--- src/rtl/imuhd_pkg.sv ---
// Package: shared widths, constants, CORDIC arc table and handshake structs.
`default_nettype none

package imuhd_pkg;

  // Field widths
  localparam int BytesW = 48;
  localparam int AccW   = 16;
  localparam int FieldW = 23;
  localparam int HeadW  = 16;
  localparam int ScaleW = 7;

  // Magnetometer byte layouts
  localparam logic MagFmtLeXyz = 1'b0;
  localparam logic MagFmtBeXzy = 1'b1;

  // Scale factors to 0.01 uT per layout
  localparam logic [ScaleW-1:0] MagScaleLe = 7'd6;
  localparam logic [ScaleW-1:0] MagScaleBe = 7'd92;

  // CORDIC datapath: vector is field * 2^16 plus growth headroom
  localparam int VecFracW = 16;
  localparam int VecW     = 41;
  localparam int AngW     = 26;
  localparam int TabLen   = 24;
  localparam int TabIdxW  = 5;
  localparam int TabW     = 21;

  // Angles in 1/256 of 0.01 degree; FullTurnCd is in 0.01 degree
  localparam logic [AngW-1:0] HalfTurnAng  = 26'd4608000;
  localparam logic [AngW-1:0] AngRoundBias = 26'd128;
  localparam int              AngFracW     = 8;
  localparam logic [AngW-1:0] FullTurnCd   = 26'd36000;

  // Arc-tangent table, atan(2^-i) in angle units
  function automatic logic [TabW-1:0] atan_tab(input logic [TabIdxW-1:0] idx);
    logic [TabW-1:0] v;
    begin
      case (idx)
        5'd0:    v = 21'd1152000;
        5'd1:    v = 21'd680065;
        5'd2:    v = 21'd359328;
        5'd3:    v = 21'd182400;
        5'd4:    v = 21'd91554;
        5'd5:    v = 21'd45822;
        5'd6:    v = 21'd22916;
        5'd7:    v = 21'd11459;
        5'd8:    v = 21'd5730;
        5'd9:    v = 21'd2865;
        5'd10:   v = 21'd1432;
        5'd11:   v = 21'd716;
        5'd12:   v = 21'd358;
        5'd13:   v = 21'd179;
        5'd14:   v = 21'd90;
        5'd15:   v = 21'd45;
        5'd16:   v = 21'd22;
        5'd17:   v = 21'd11;
        5'd18:   v = 21'd6;
        5'd19:   v = 21'd3;
        5'd20:   v = 21'd1;
        5'd21:   v = 21'd1;
        default: v = 21'd0;
      endcase
      return v;
    end
  endfunction

  // Request from the sequencer into the heading unit
  typedef struct packed {
    logic start;
    logic ack;
  } cordic_req_t;

  // Status from the heading unit
  typedef struct packed {
    logic             valid;
    logic [HeadW-1:0] heading;
  } cordic_rsp_t;

endpackage

`default_nettype wire

--- src/rtl/imuhd_if.sv ---
// Interfaces: sample input, result output and configuration write channels.
`default_nettype none

interface imuhd_in_if;
  logic                            valid;
  logic                            ready;
  logic [imuhd_pkg::BytesW-1:0]    acc_bytes;
  logic                            acc_read_ok;
  logic [imuhd_pkg::BytesW-1:0]    mag_bytes;
  logic                            mag_read_ok;

  modport source (output valid, acc_bytes, acc_read_ok, mag_bytes, mag_read_ok,
                  input ready);
  modport sink   (input valid, acc_bytes, acc_read_ok, mag_bytes, mag_read_ok,
                  output ready);
endinterface

interface imuhd_out_if;
  logic                                valid;
  logic                                ready;
  logic signed [imuhd_pkg::AccW-1:0]   accel_x;
  logic signed [imuhd_pkg::AccW-1:0]   accel_y;
  logic signed [imuhd_pkg::AccW-1:0]   accel_z;
  logic signed [imuhd_pkg::FieldW-1:0] field_x;
  logic signed [imuhd_pkg::FieldW-1:0] field_y;
  logic signed [imuhd_pkg::FieldW-1:0] field_z;
  logic [imuhd_pkg::HeadW-1:0]         heading_centideg;
  logic                                acc_valid;
  logic                                mag_valid;

  modport source (output valid, accel_x, accel_y, accel_z, field_x, field_y, field_z,
                  heading_centideg, acc_valid, mag_valid, input ready);
  modport sink   (input valid, accel_x, accel_y, accel_z, field_x, field_y, field_z,
                  heading_centideg, acc_valid, mag_valid, output ready);
endinterface

interface imuhd_cfg_if;
  logic valid;
  logic ready;
  logic data;

  modport source (output valid, data, input ready);
  modport sink   (input valid, data, output ready);
endinterface

`default_nettype wire

--- src/rtl/imuhd_cordic.sv ---
// Iterative vectoring CORDIC: heading of (fx, fy) in 0.01 degree, one step per cycle.
`default_nettype none

module imuhd_cordic #(
  parameter int CORDIC_STEPS = 16
) (
  input  wire logic                                clk_i,
  input  wire logic                                rst_ni,
  input  wire imuhd_pkg::cordic_req_t              req_i,
  input  wire logic signed [imuhd_pkg::FieldW-1:0] fx_i,
  input  wire logic signed [imuhd_pkg::FieldW-1:0] fy_i,
  output imuhd_pkg::cordic_rsp_t                   rsp_o
);

  localparam int VecW  = imuhd_pkg::VecW;
  localparam int AngW  = imuhd_pkg::AngW;
  localparam int ExtW  = VecW - imuhd_pkg::FieldW - imuhd_pkg::VecFracW;
  localparam int Steps = (CORDIC_STEPS > imuhd_pkg::TabLen) ? imuhd_pkg::TabLen
                                                              : CORDIC_STEPS;
  localparam int CntW  = (Steps > 1) ? $clog2(Steps) : 1;
  localparam logic [CntW-1:0] LastStep = CntW'(Steps - 1);

  localparam logic [1:0] StIdle = 2'd0;
  localparam logic [1:0] StIter = 2'd1;
  localparam logic [1:0] StFin  = 2'd2;
  localparam logic [1:0] StDone = 2'd3;

  logic [1:0]                  state_q, state_d;
  logic [CntW-1:0]             cnt_q, cnt_d;
  logic signed [VecW-1:0]      x_q, x_d, y_q, y_d;
  logic signed [AngW-1:0]      z_q, z_d;
  logic [imuhd_pkg::HeadW-1:0] head_q, head_d;

  logic signed [VecW-1:0] x_init, y_init, xs, ys;
  logic signed [AngW-1:0] arc, z_rnd, h_raw, h_wrap;
  logic                   y_pos;

  // Scale the field into the vector format, sign-extended into the headroom
  assign x_init = {{ExtW{fx_i[imuhd_pkg::FieldW-1]}}, fx_i, {imuhd_pkg::VecFracW{1'b0}}};
  assign y_init = {{ExtW{fy_i[imuhd_pkg::FieldW-1]}}, fy_i, {imuhd_pkg::VecFracW{1'b0}}};

  // Shared shifter and table lookup for the current step
  assign xs    = x_q >>> cnt_q;
  assign ys    = y_q >>> cnt_q;
  assign y_pos = !y_q[VecW-1] && (y_q != '0);
  assign arc   = AngW'(imuhd_pkg::atan_tab(imuhd_pkg::TabIdxW'(cnt_q)));

  // Round to 0.01 degree and wrap into one turn
  always_comb begin
    z_rnd = z_q + imuhd_pkg::AngRoundBias;
    h_raw = z_rnd >>> imuhd_pkg::AngFracW;
    if (h_raw[AngW-1]) begin
      h_wrap = h_raw + imuhd_pkg::FullTurnCd;
    end else if (h_raw >= imuhd_pkg::FullTurnCd) begin
      h_wrap = h_raw - imuhd_pkg::FullTurnCd;
    end else begin
      h_wrap = h_raw;
    end
  end

  // Sequence load, steps, rounding and hand-off
  always_comb begin
    state_d = state_q;
    cnt_d   = cnt_q;
    x_d     = x_q;
    y_d     = y_q;
    z_d     = z_q;
    head_d  = head_q;
    unique case (state_q)
      StIdle: begin
        if (req_i.start) begin
          cnt_d = '0;
          if (fx_i == '0 && fy_i == '0) begin
            head_d  = '0;
            state_d = StDone;
          end else if (fx_i[imuhd_pkg::FieldW-1]) begin
            x_d     = -x_init;
            y_d     = -y_init;
            z_d     = imuhd_pkg::HalfTurnAng;
            state_d = StIter;
          end else begin
            x_d     = x_init;
            y_d     = y_init;
            z_d     = '0;
            state_d = StIter;
          end
        end
      end
      StIter: begin
        if (y_pos) begin
          x_d = x_q + ys;
          y_d = y_q - xs;
          z_d = z_q + arc;
        end else begin
          x_d = x_q - ys;
          y_d = y_q + xs;
          z_d = z_q - arc;
        end
        if (cnt_q == LastStep) begin
          state_d = StFin;
        end else begin
          cnt_d = cnt_q + 1'b1;
        end
      end
      StFin: begin
        head_d  = imuhd_pkg::HeadW'(h_wrap);
        state_d = StDone;
      end
      StDone: begin
        if (req_i.ack) begin
          state_d = StIdle;
        end
      end
      default: state_d = StIdle;
    endcase
  end

  // Control state
  always_ff @(posedge clk_i or negedge rst_ni) begin
    if (!rst_ni) begin
      state_q <= StIdle;
      cnt_q   <= '0;
    end else begin
      state_q <= state_d;
      cnt_q   <= cnt_d;
    end
  end

  // Datapath registers
  always_ff @(posedge clk_i) begin
    x_q    <= x_d;
    y_q    <= y_d;
    z_q    <= z_d;
    head_q <= head_d;
  end

  assign rsp_o.valid   = (state_q == StDone);
  assign rsp_o.heading = head_q;

endmodule

`default_nettype wire

--- src/rtl/imu_sample_scale_and_heading_unit.sv ---
// Top level: sample unpack and scaling, held sensor values, heading sequencer, output register.
//
//  channel | dir | handshake     | payload
//  smp_i   | in  | valid/ready   | acc_bytes, acc_read_ok, mag_bytes, mag_read_ok
//  res_o   | out | valid/ready   | accel_x/y/z, field_x/y/z, heading_centideg, flags
//  cfg_i   | in  | valid/ready   | data = mag_format (always ready)
//
// From accept to result a transaction passes the start register, the CORDIC unit, which
// retires one rotation step per cycle, and the output register; a zero field skips the steps.
// The next sample is accepted once the result has moved into the output register, so a
// waiting result does not block it; a stalled output holds the heading unit in its done state.
// Reset clears the held values to zero, mag_format to 0 and the result valid flag, not the read flags.
`default_nettype none

module imu_sample_scale_and_heading_unit #(
  parameter int CORDIC_STEPS = 16
) (
  input  wire logic   clk_i,
  input  wire logic   rst_ni,
  imuhd_in_if.sink    smp_i,
  imuhd_out_if.source res_o,
  imuhd_cfg_if.sink   cfg_i
);

  localparam int AccW   = imuhd_pkg::AccW;
  localparam int FieldW = imuhd_pkg::FieldW;

  logic                     mag_fmt_q;
  logic                     busy_q, start_q, out_valid_q;
  logic                     acc_ok_q, mag_ok_q;
  logic signed [AccW-1:0]   acc_q   [3];
  logic signed [FieldW-1:0] field_q [3];
  logic signed [FieldW-1:0] field_d [3];
  logic signed [AccW-1:0]   mag_w   [3];
  logic signed [FieldW-1:0] scale;
  logic                     accept;

  imuhd_pkg::cordic_req_t req;
  imuhd_pkg::cordic_rsp_t rsp;

  // Output register contents
  logic signed [AccW-1:0]      o_acc_q   [3];
  logic signed [FieldW-1:0]    o_field_q [3];
  logic [imuhd_pkg::HeadW-1:0] o_head_q;
  logic                        o_acc_ok_q, o_mag_ok_q;

  assign smp_i.ready = !busy_q;
  assign accept      = smp_i.valid && !busy_q;
  assign cfg_i.ready = 1'b1;

  // Configuration register
  always_ff @(posedge clk_i or negedge rst_ni) begin
    if (!rst_ni) begin
      mag_fmt_q <= imuhd_pkg::MagFmtLeXyz;
    end else if (cfg_i.valid) begin
      mag_fmt_q <= cfg_i.data;
    end
  end

  // Decode magnetometer words by layout
  always_comb begin
    if (mag_fmt_q == imuhd_pkg::MagFmtBeXzy) begin
      mag_w[0] = {smp_i.mag_bytes[7:0],   smp_i.mag_bytes[15:8]};
      mag_w[2] = {smp_i.mag_bytes[23:16], smp_i.mag_bytes[31:24]};
      mag_w[1] = {smp_i.mag_bytes[39:32], smp_i.mag_bytes[47:40]};
      scale    = FieldW'(imuhd_pkg::MagScaleBe);
    end else begin
      mag_w[0] = smp_i.mag_bytes[15:0];
      mag_w[1] = smp_i.mag_bytes[31:16];
      mag_w[2] = smp_i.mag_bytes[47:32];
      scale    = FieldW'(imuhd_pkg::MagScaleLe);
    end
  end

  // Scale to 0.01 uT
  for (genvar k = 0; k < 3; k++) begin : g_scale
    logic signed [FieldW-1:0] w_ext;
    assign w_ext      = FieldW'(mag_w[k]);
    assign field_d[k] = w_ext * scale;
  end

  // Update held values on a good read
  always_ff @(posedge clk_i or negedge rst_ni) begin
    if (!rst_ni) begin
      for (int k = 0; k < 3; k++) begin
        acc_q[k]   <= '0;
        field_q[k] <= '0;
      end
    end else if (accept) begin
      if (smp_i.acc_read_ok) begin
        acc_q[0] <= smp_i.acc_bytes[15:0];
        acc_q[1] <= smp_i.acc_bytes[31:16];
        acc_q[2] <= smp_i.acc_bytes[47:32];
      end
      if (smp_i.mag_read_ok) begin
        for (int k = 0; k < 3; k++) begin
          field_q[k] <= field_d[k];
        end
      end
    end
  end

  // Capture read flags with the transaction
  always_ff @(posedge clk_i) begin
    if (accept) begin
      acc_ok_q <= smp_i.acc_read_ok;
      mag_ok_q <= smp_i.mag_read_ok;
    end
  end

  // Sequencer: start heading unit, move its result into the output register
  assign req.start = start_q;
  assign req.ack   = rsp.valid && (!out_valid_q || res_o.ready);

  always_ff @(posedge clk_i or negedge rst_ni) begin
    if (!rst_ni) begin
      busy_q      <= 1'b0;
      start_q     <= 1'b0;
      out_valid_q <= 1'b0;
    end else begin
      start_q <= accept;
      if (accept) begin
        busy_q <= 1'b1;
      end else if (req.ack) begin
        busy_q <= 1'b0;
      end
      if (req.ack) begin
        out_valid_q <= 1'b1;
      end else if (res_o.ready) begin
        out_valid_q <= 1'b0;
      end
    end
  end

  // Load output register
  always_ff @(posedge clk_i) begin
    if (req.ack) begin
      for (int k = 0; k < 3; k++) begin
        o_acc_q[k]   <= acc_q[k];
        o_field_q[k] <= field_q[k];
      end
      o_head_q   <= rsp.heading;
      o_acc_ok_q <= acc_ok_q;
      o_mag_ok_q <= mag_ok_q;
    end
  end

  imuhd_cordic #(
    .CORDIC_STEPS (CORDIC_STEPS)
  ) u_cordic (
    .clk_i  (clk_i),
    .rst_ni (rst_ni),
    .req_i  (req),
    .fx_i   (field_q[0]),
    .fy_i   (field_q[1]),
    .rsp_o  (rsp)
  );

  assign res_o.valid            = out_valid_q;
  assign res_o.accel_x          = o_acc_q[0];
  assign res_o.accel_y          = o_acc_q[1];
  assign res_o.accel_z          = o_acc_q[2];
  assign res_o.field_x          = o_field_q[0];
  assign res_o.field_y          = o_field_q[1];
  assign res_o.field_z          = o_field_q[2];
  assign res_o.heading_centideg = o_head_q;
  assign res_o.acc_valid        = o_acc_ok_q;
  assign res_o.mag_valid        = o_mag_ok_q;

endmodule

`default_nettype wire
--- src/flat_wrapper.sv ---
// flat-port wrapper written by rule: the top's interface ports become plain ports
module imu_sample_scale_and_heading_unit_flat 
#(
  parameter int CORDIC_STEPS = 16
)
  (clk_i, rst_ni, smp_i_valid, smp_i_acc_bytes, smp_i_acc_read_ok, smp_i_mag_bytes, smp_i_mag_read_ok, smp_i_ready, res_o_valid, res_o_accel_x, res_o_accel_y, res_o_accel_z, res_o_field_x, res_o_field_y, res_o_field_z, res_o_heading_centideg, res_o_acc_valid, res_o_mag_valid, res_o_ready, cfg_i_valid, cfg_i_data, cfg_i_ready);
  imuhd_in_if smp_i_i ();
  imuhd_out_if res_o_i ();
  imuhd_cfg_if cfg_i_i ();
  input  wire logic clk_i;
  input  wire logic rst_ni;
  input wire logic [$bits(smp_i_i.valid)-1:0] smp_i_valid;
  input wire logic [$bits(smp_i_i.acc_bytes)-1:0] smp_i_acc_bytes;
  input wire logic [$bits(smp_i_i.acc_read_ok)-1:0] smp_i_acc_read_ok;
  input wire logic [$bits(smp_i_i.mag_bytes)-1:0] smp_i_mag_bytes;
  input wire logic [$bits(smp_i_i.mag_read_ok)-1:0] smp_i_mag_read_ok;
  output wire logic [$bits(smp_i_i.ready)-1:0] smp_i_ready;
  output wire logic [$bits(res_o_i.valid)-1:0] res_o_valid;
  output wire logic [$bits(res_o_i.accel_x)-1:0] res_o_accel_x;
  output wire logic [$bits(res_o_i.accel_y)-1:0] res_o_accel_y;
  output wire logic [$bits(res_o_i.accel_z)-1:0] res_o_accel_z;
  output wire logic [$bits(res_o_i.field_x)-1:0] res_o_field_x;
  output wire logic [$bits(res_o_i.field_y)-1:0] res_o_field_y;
  output wire logic [$bits(res_o_i.field_z)-1:0] res_o_field_z;
  output wire logic [$bits(res_o_i.heading_centideg)-1:0] res_o_heading_centideg;
  output wire logic [$bits(res_o_i.acc_valid)-1:0] res_o_acc_valid;
  output wire logic [$bits(res_o_i.mag_valid)-1:0] res_o_mag_valid;
  input wire logic [$bits(res_o_i.ready)-1:0] res_o_ready;
  input wire logic [$bits(cfg_i_i.valid)-1:0] cfg_i_valid;
  input wire logic [$bits(cfg_i_i.data)-1:0] cfg_i_data;
  output wire logic [$bits(cfg_i_i.ready)-1:0] cfg_i_ready;
  assign smp_i_i.valid = smp_i_valid;
  assign smp_i_i.acc_bytes = smp_i_acc_bytes;
  assign smp_i_i.acc_read_ok = smp_i_acc_read_ok;
  assign smp_i_i.mag_bytes = smp_i_mag_bytes;
  assign smp_i_i.mag_read_ok = smp_i_mag_read_ok;
  assign smp_i_ready = smp_i_i.ready;
  assign res_o_valid = res_o_i.valid;
  assign res_o_accel_x = res_o_i.accel_x;
  assign res_o_accel_y = res_o_i.accel_y;
  assign res_o_accel_z = res_o_i.accel_z;
  assign res_o_field_x = res_o_i.field_x;
  assign res_o_field_y = res_o_i.field_y;
  assign res_o_field_z = res_o_i.field_z;
  assign res_o_heading_centideg = res_o_i.heading_centideg;
  assign res_o_acc_valid = res_o_i.acc_valid;
  assign res_o_mag_valid = res_o_i.mag_valid;
  assign res_o_i.ready = res_o_ready;
  assign cfg_i_i.valid = cfg_i_valid;
  assign cfg_i_i.data = cfg_i_data;
  assign cfg_i_ready = cfg_i_i.ready;
  imu_sample_scale_and_heading_unit #(.CORDIC_STEPS(CORDIC_STEPS)) u_core (.clk_i(clk_i), .rst_ni(rst_ni), .smp_i(smp_i_i), .res_o(res_o_i), .cfg_i(cfg_i_i));
endmodule
--- config.mk ---
export PLATFORM = sky130hd
export DESIGN_NAME = imu_sample_scale_and_heading_unit_flat
export DESIGN_NICKNAME = d
export VERILOG_FILES = /design/src/rtl/imuhd_pkg.sv /design/src/rtl/imuhd_if.sv /design/src/rtl/imuhd_cordic.sv /design/src/rtl/imu_sample_scale_and_heading_unit.sv /design/src/flat_wrapper.sv
export SDC_FILE = /design/constraint.sdc
export NUM_CORES = 2
export LEC_CHECK = 0
export ABC_AREA = 1
export BUFFER_PORTS_ARGS = -buffer_cell sky130_fd_sc_hd__buf_2
export CORE_MARGIN = 5
export CORE_UTILIZATION = 57
export CTS_BUF_LIST = sky130_fd_sc_hd__clkbuf_8 sky130_fd_sc_hd__clkbuf_16
export DETAILED_ROUTE_END_ITERATION = 8
export PLACE_DENSITY_LB_ADDON = 0.15
export SLEW_MARGIN = 20
export SYNTH_ARGS = -nofsm -noshare
export SYNTH_HDL_FRONTEND = slang
export SYNTH_SLANG_ARGS = --single-unit
export TNS_END_PERCENT = 5
--- constraint.sdc ---
create_clock -name clk_i -period 7.86 [get_ports clk_i]
set_input_delay 0.786 -clock clk_i [delete_from_list [all_inputs] [get_ports clk_i]]
set_output_delay 0.786 -clock clk_i [all_outputs]
set_load 0.01 [all_outputs]
# Word-level counts from Yosys, hierarchy flattened
# Memory sizes are Yosys's and may differ from the RTL's.
# Cells that the tools add are included.
[word_totals]
regBits = 271
latch_bits = 0
ram_bits = 117
mem_bits_ro = 336
inputBits = 104
output_inout_bits = 138
word_cells = 110
mem_count = 3
[op_classes]
n_addsub = 12
multipliers = 3
div = 0
n_lt_le_gt_ge = 1
n_eq_ne = 10
shifts = 2
mux = 36
bitwise = 0
n_reduce_logical = 22
[memory_table]
columns = ["memory", "words", "word_bits", "rd", "rd_ports_with_merged_regs", "wr", "line", "source"]
rows = [
  ["(no name shown)", 16, 21, 1, 0, 0, "imuhd_pkg.sv:39", "case (idx)"],
  ["u_core.o_field_q", 3, 23, 3, 0, 3, "imu_sample_scale_and_heading_unit.sv:43", "logic signed [FieldW-1:0] o_field_q [3];"],
  ["u_core.o_acc_q", 3, 16, 3, 0, 3, "imu_sample_scale_and_heading_unit.sv:42", "logic signed [AccW-1:0] o_acc_q [3];"],
]
[op_table]
columns = ["op", "n"]
rows = [
  ["$mux 41", 8],
  ["$pmux 41 s2", 2],
  ["$add 41x41->41", 2],
  ["$neg 39->41", 2],
  ["$sshr 41x4->41", 2],
  ["$sub 41x41->41", 2],
  ["$mux 26", 3],
  ["$mul 16x8->23", 3],
  ["$mux 16", 4],
  ["$pmux 26 s2", 1],
  ["$mux 48", 1],
  ["$logic_not 23->1", 2],
  ["$reduce_bool 41->1", 1],
  ["$pmux 16 s2", 1],
  ["$add 26x22->26", 1],
  ["$add 26x8->26 const B", 1],
  ["$ge 26x16->1 const B", 1],
  ["$sub 26x22->26", 1],
  ["$mux 23", 1],
  ["$add 16x16->16 const B", 1],
  ["$sub 16x16->16 const B", 1],
  ["$reduce_and 3->1", 4],
  ["$mux 2", 4],
  ["$mux 4", 2],
  ["other kinds (16)", 35],
]

# Logic depth before layout (Yosys ltp)
[depth]
ltp_word = 5
depth_mapped = 37
mapped_depth_nobuf = 34

# By module
# From an unflattened synthesis, not the netlist that was laid out.
[unflattened]
hier_cells = 5199
hier_area_um2 = 37722.4
[by_module_without_submodules]
columns = ["module", "n_inst", "cells_per_inst", "area_per_inst_um2", "seq_area_each_um2"]
rows = [
  ["imuhd_cordic", 1, 3255, 19807.7, 3873.7],
  ["imu_sample_scale_and_heading_unit", 1, 1944, 17914.7, 6976.7],
]

# Worst setup path before layout
# Ideal clock, no wire load.
[synth_path]
kind = "input-to-reg"
start = "in res_o_ready"
end = "reg u_core.busy_q"
setup_ps = 436
t_arrival_ps = 7434
required_time_ps = 7424
setup_slack_ps = -10
stages = 3
n_path_buf = 0
path_cell_list = "inv_1 -> a21oi_1 -> o21ai_0"
[synth_rtl]
columns = ["element", "line", "source"]
rows = [
  ["start, declared", "flat_wrapper.sv:28", "input wire logic [$bits(res_o_i.ready)-1:0] res_o_ready;"],
  ["end signal, assigned", "imu_sample_scale_and_heading_unit.sv:117", "busy_q <= 1'b0;"],
  ["end signal, assigned", "imu_sample_scale_and_heading_unit.sv:123", "busy_q <= 1'b1;"],
  ["end signal, assigned", "imu_sample_scale_and_heading_unit.sv:125", "busy_q <= 1'b0;"],
  ["end, declared", "imu_sample_scale_and_heading_unit.sv:29", "logic busy_q, start_q, out_valid_q;"],
]

# Worst setup path after layout
[layout_path]
start = "reg u_core.u_cordic.cnt_q[1]"
end = "reg u_core.u_cordic.y_q[27], data pin"
[layout_via]
elab_chain_len = 4
[layout_lines]
columns = ["element", "line", "source"]
rows = [
  ["start, declared", "imuhd_cordic.sv:29", "logic [CntW-1:0] cnt_q, cnt_d;"],
  ["start signal, assigned", "imuhd_cordic.sv:125", "cnt_q <= cnt_d;"],
  ["$sshr 41x4->41 *", "imuhd_cordic.sv:43", "assign xs = x_q >>> cnt_q;"],
  ["$add 41x41->41 / $sub 41x41->41 (equally long branches)", "imuhd_cordic.sv:96, imuhd_cordic.sv:92", ""],
  ["$mux 41 *", "imuhd_cordic.sv:90", "if (y_pos) begin"],
  ["$pmux 41 s2 *", "imuhd_cordic.sv:69", "unique case (state_q)"],
  ["via u_core.u_cordic.y_d[27]", "imuhd_cordic.sv:30", "logic signed [VecW-1:0] x_q, x_d, y_q, y_d;"],
  ["end signal, assigned", "imuhd_cordic.sv:132", "y_q <= y_d;"],
  ["end, declared", "imuhd_cordic.sv:30", ""],
]
# The timed path passes the listed nets; every way through them passes the cells marked *.
# A chain may end at the register's enable or synchronous reset.

==> metrics <==
max-slew violations 0; Vias/cell 5.72; # IOs 242; CP required 8.20 ns; hold crit path type in -> async; Crit. Startpoint u_core.u_cordic.cnt_q[1]$_DFFE_PN0P_; Cell Area, Placed 38600 sq um; Die Height 264 microns; clk sinks 382; DRC viols 0; fillers 5957; post-layout min period 5.83 ns; setup violators final 0; NumNets Final 5663; Reg clk slew, reported paths 0.06 ns; global-route wire length before repair 178000 microns; gpl congestion 0.991; Hold Buf Count CTS 0; post-route cell area 40200 sq um; final worst-path cycle share 74.2%; H-Tree Depth 2; total track usage 31.4%; syn avg cell area 7.42 sq um; outcome finished, final reports clean; die area 69700 sq um; initial core utilization 57.3%; Worst Max-Slew Pin Slew 1.12 ns; WL final 114000 microns; Syn Inst Count 4957; commonest cells after routing, fill and taps aside nand2_1 (1104), inv_1 (724), nand3_1 (494); area leader, netlist edfxtp_1; Clock Skew 0.0332 ns; area overhead of the layout relative to synthesis 9.23%; setup repair bufs after CTS 0; Syn. warnings 0; crit-path max cell delay 0.66 ns; sequential area share after synthesis 29.5%; chip width 264 microns; FP Rows 93; cell area after synthesis 36800 sq um; EDFF count, synth 258; crit path launch type register; maxcap violations 0; DR iter-0 viols 3571; Synth cell types 64; Initial DRT Pass Iterations 7; CTS Root Cell clkbuf_16; Clock Path Buffers 3; FF-to-FF Start u_core.u_cordic.cnt_q[1]$_DFFE_PN0P_; commonest non-fill, non-tap cell in the layout nand2_1; CP max-delay cell buf_4; IO Port Bufs 237; total gr overflow 0; Worst setup EP type register; crit path DAT 6.17 ns; antenna violations before repair 6; final core occ 62.6%; top cell type's share of synthesized area 21.1%; Primary FF master, synth edfxtp_1; Post-DRT Antenna Nets 0; Post-CTS Resized 0; most frequent CP cell nand2_1; RSZ-0062 raised after global routing no; FF+latch count, synth 382; layout cells sized above 1 9.68%; synth top area cells edfxtp_1 (21%), nand2_1 (11%), ha_1 (10%); ys async rst share 32.5%; FMAX 171 MHz; total negative slack 0 ns; Via Count 34467; TritonCTS clock tree done; detailed-placement wirelength estimate 90000 microns; Slew HR 25.1%; crit-path max FO 77; core area 64200 sq um; post-DR wirelength/cell 18.9 microns; via count of the first global-routing pass 32353; largest net degree at the start of global routing 109; Hold Vio Cnt, Final 0; CP Class reg -> reg; CTS Buf Count 45; worst skew pair latency 0.62 ns
-- cell usage after synthesis, types with 14 or more instances --
cell type  count
o21ai_1       16
fa_1         138
or2_2         20
a21oi_1      310
nor4_1        15
clkbuf_1      55
buf_1         29
a31oi_1       34
inv_2         14
mux2_2        48
inv_1        721
o211ai_1      16
nand2_1     1107
nor3_1        64
o21ai_0      332
o21bai_1      16
nand4_1       40
edfxtp_1     258
xnor2_1       66
dfrtp_1      124
nand2_2       15
nand3_1      494
xor2_1        90
o21a_1        18
nor2_1       418
a21o_1        15
ha_1         294
buf_2         38
-- per-layer routing --
layer  up-vias  GRT usage (%)  wire length, microns
met5         -              0                    12
met4         2           11.1                  4620
met3       249           3.52                  8090
met2      1430           50.9                 51800
met1     16050           44.2                 49100
li1      16736              -                     -
-- registers in the layout, summed over array words and instances (netlist names), 2 cells and up --
name	cells
u_core.acc_q	48
u_core.field_q	66
u_core.o_acc_q	48
u_core.o_field_q	66
u_core.res_o.heading_centideg	16
u_core.u_cordic.cnt_q	4
u_core.u_cordic.head_q	16
u_core.u_cordic.state_q	2
u_core.u_cordic.x_q	41
u_core.u_cordic.y_q	41
u_core.u_cordic.z_q	26
-- worst max-delay path: cells and delay by family (launching register included) --
| family | cells | cell delay [ns] |
|---|---|---|
| AO/OA/AOI/OAI | 10 | 2.04 |
| buffers and inverters | 4 | 0.89 |
| flip-flops | 1 | 0.36 |
| adder cells (fa/ha/maj) | 2 | 0.50 |
| XOR/XNOR | 1 | 0.19 |
| AND/OR/NAND/NOR | 11 | 1.57 |
-- final timing paths --
| check | endpoint | slack [ns] | depth (start not counted) |
|---|---|---|---|
| max in group asynchronous | u_core.field_q[31]$_DFFE_PN0P_ | 6.43 | 2 |
| min | u_core.acc_q[12]$_DFFE_PN0P_ | 0.23 | 1 |
| max | u_core.u_cordic.y_q[27]$_DFFE_PP_ | 2.03 | 28 |
| min in group clk_i | u_core.acc_ok_q$_DFFE_PP_ | 0.37 | 1 |
| min reg2reg | u_core.res_o.heading_centideg[3]$_DFFE_PP_ | 0.41 | 0 |
| max reg2reg | u_core.u_cordic.y_q[27]$_DFFE_PP_ | 2.03 | 28 |
-- metrics by stage --
stage                     hold slack, ns  cells  setup slack, ns
final                              0.230   6022             2.03
after floorplan                    0.400   4961            0.928
after global placement             0.401   5935             2.20
after CTS                          0.224   6018             2.14
after detailed placement           0.405   5935             2.15
after global routing               0.266   6021             1.49
-- logic make-up (layout without fill, tap and decap cells) --
logic type               Yosys count  after routing  share of synthesized area, %
XOR/XNOR                         157            157                          3.76
adder cells (fa/ha/maj)          432            432                          17.5
other                              2             10                        0.0204
buffers and inverters            883           1085                          9.52
AO/OA/AOI/OAI                    810            810                          12.0
AND/OR/NAND/NOR                 2243           2243                          26.2
flip-flops                       382            382                          29.5
multiplexers                      48             48                          1.47
-- cell type report --
class	instances	area (sq um)	area share, %
clock inverter	35	388	0.965
clock buffer	48	1180	2.93
timing repair buffer	266	1420	3.54
antenna	4	10.0	0.0249
inverter	736	2770	6.88
multi-input combinational	3696	22500	56.0
sequential	382	10900	27.0
tap	855	1070	2.66
Power is left out: the tool's default activity adds up to more than one toggle a clock period on the data nets, which glitch-free logic cannot reach.
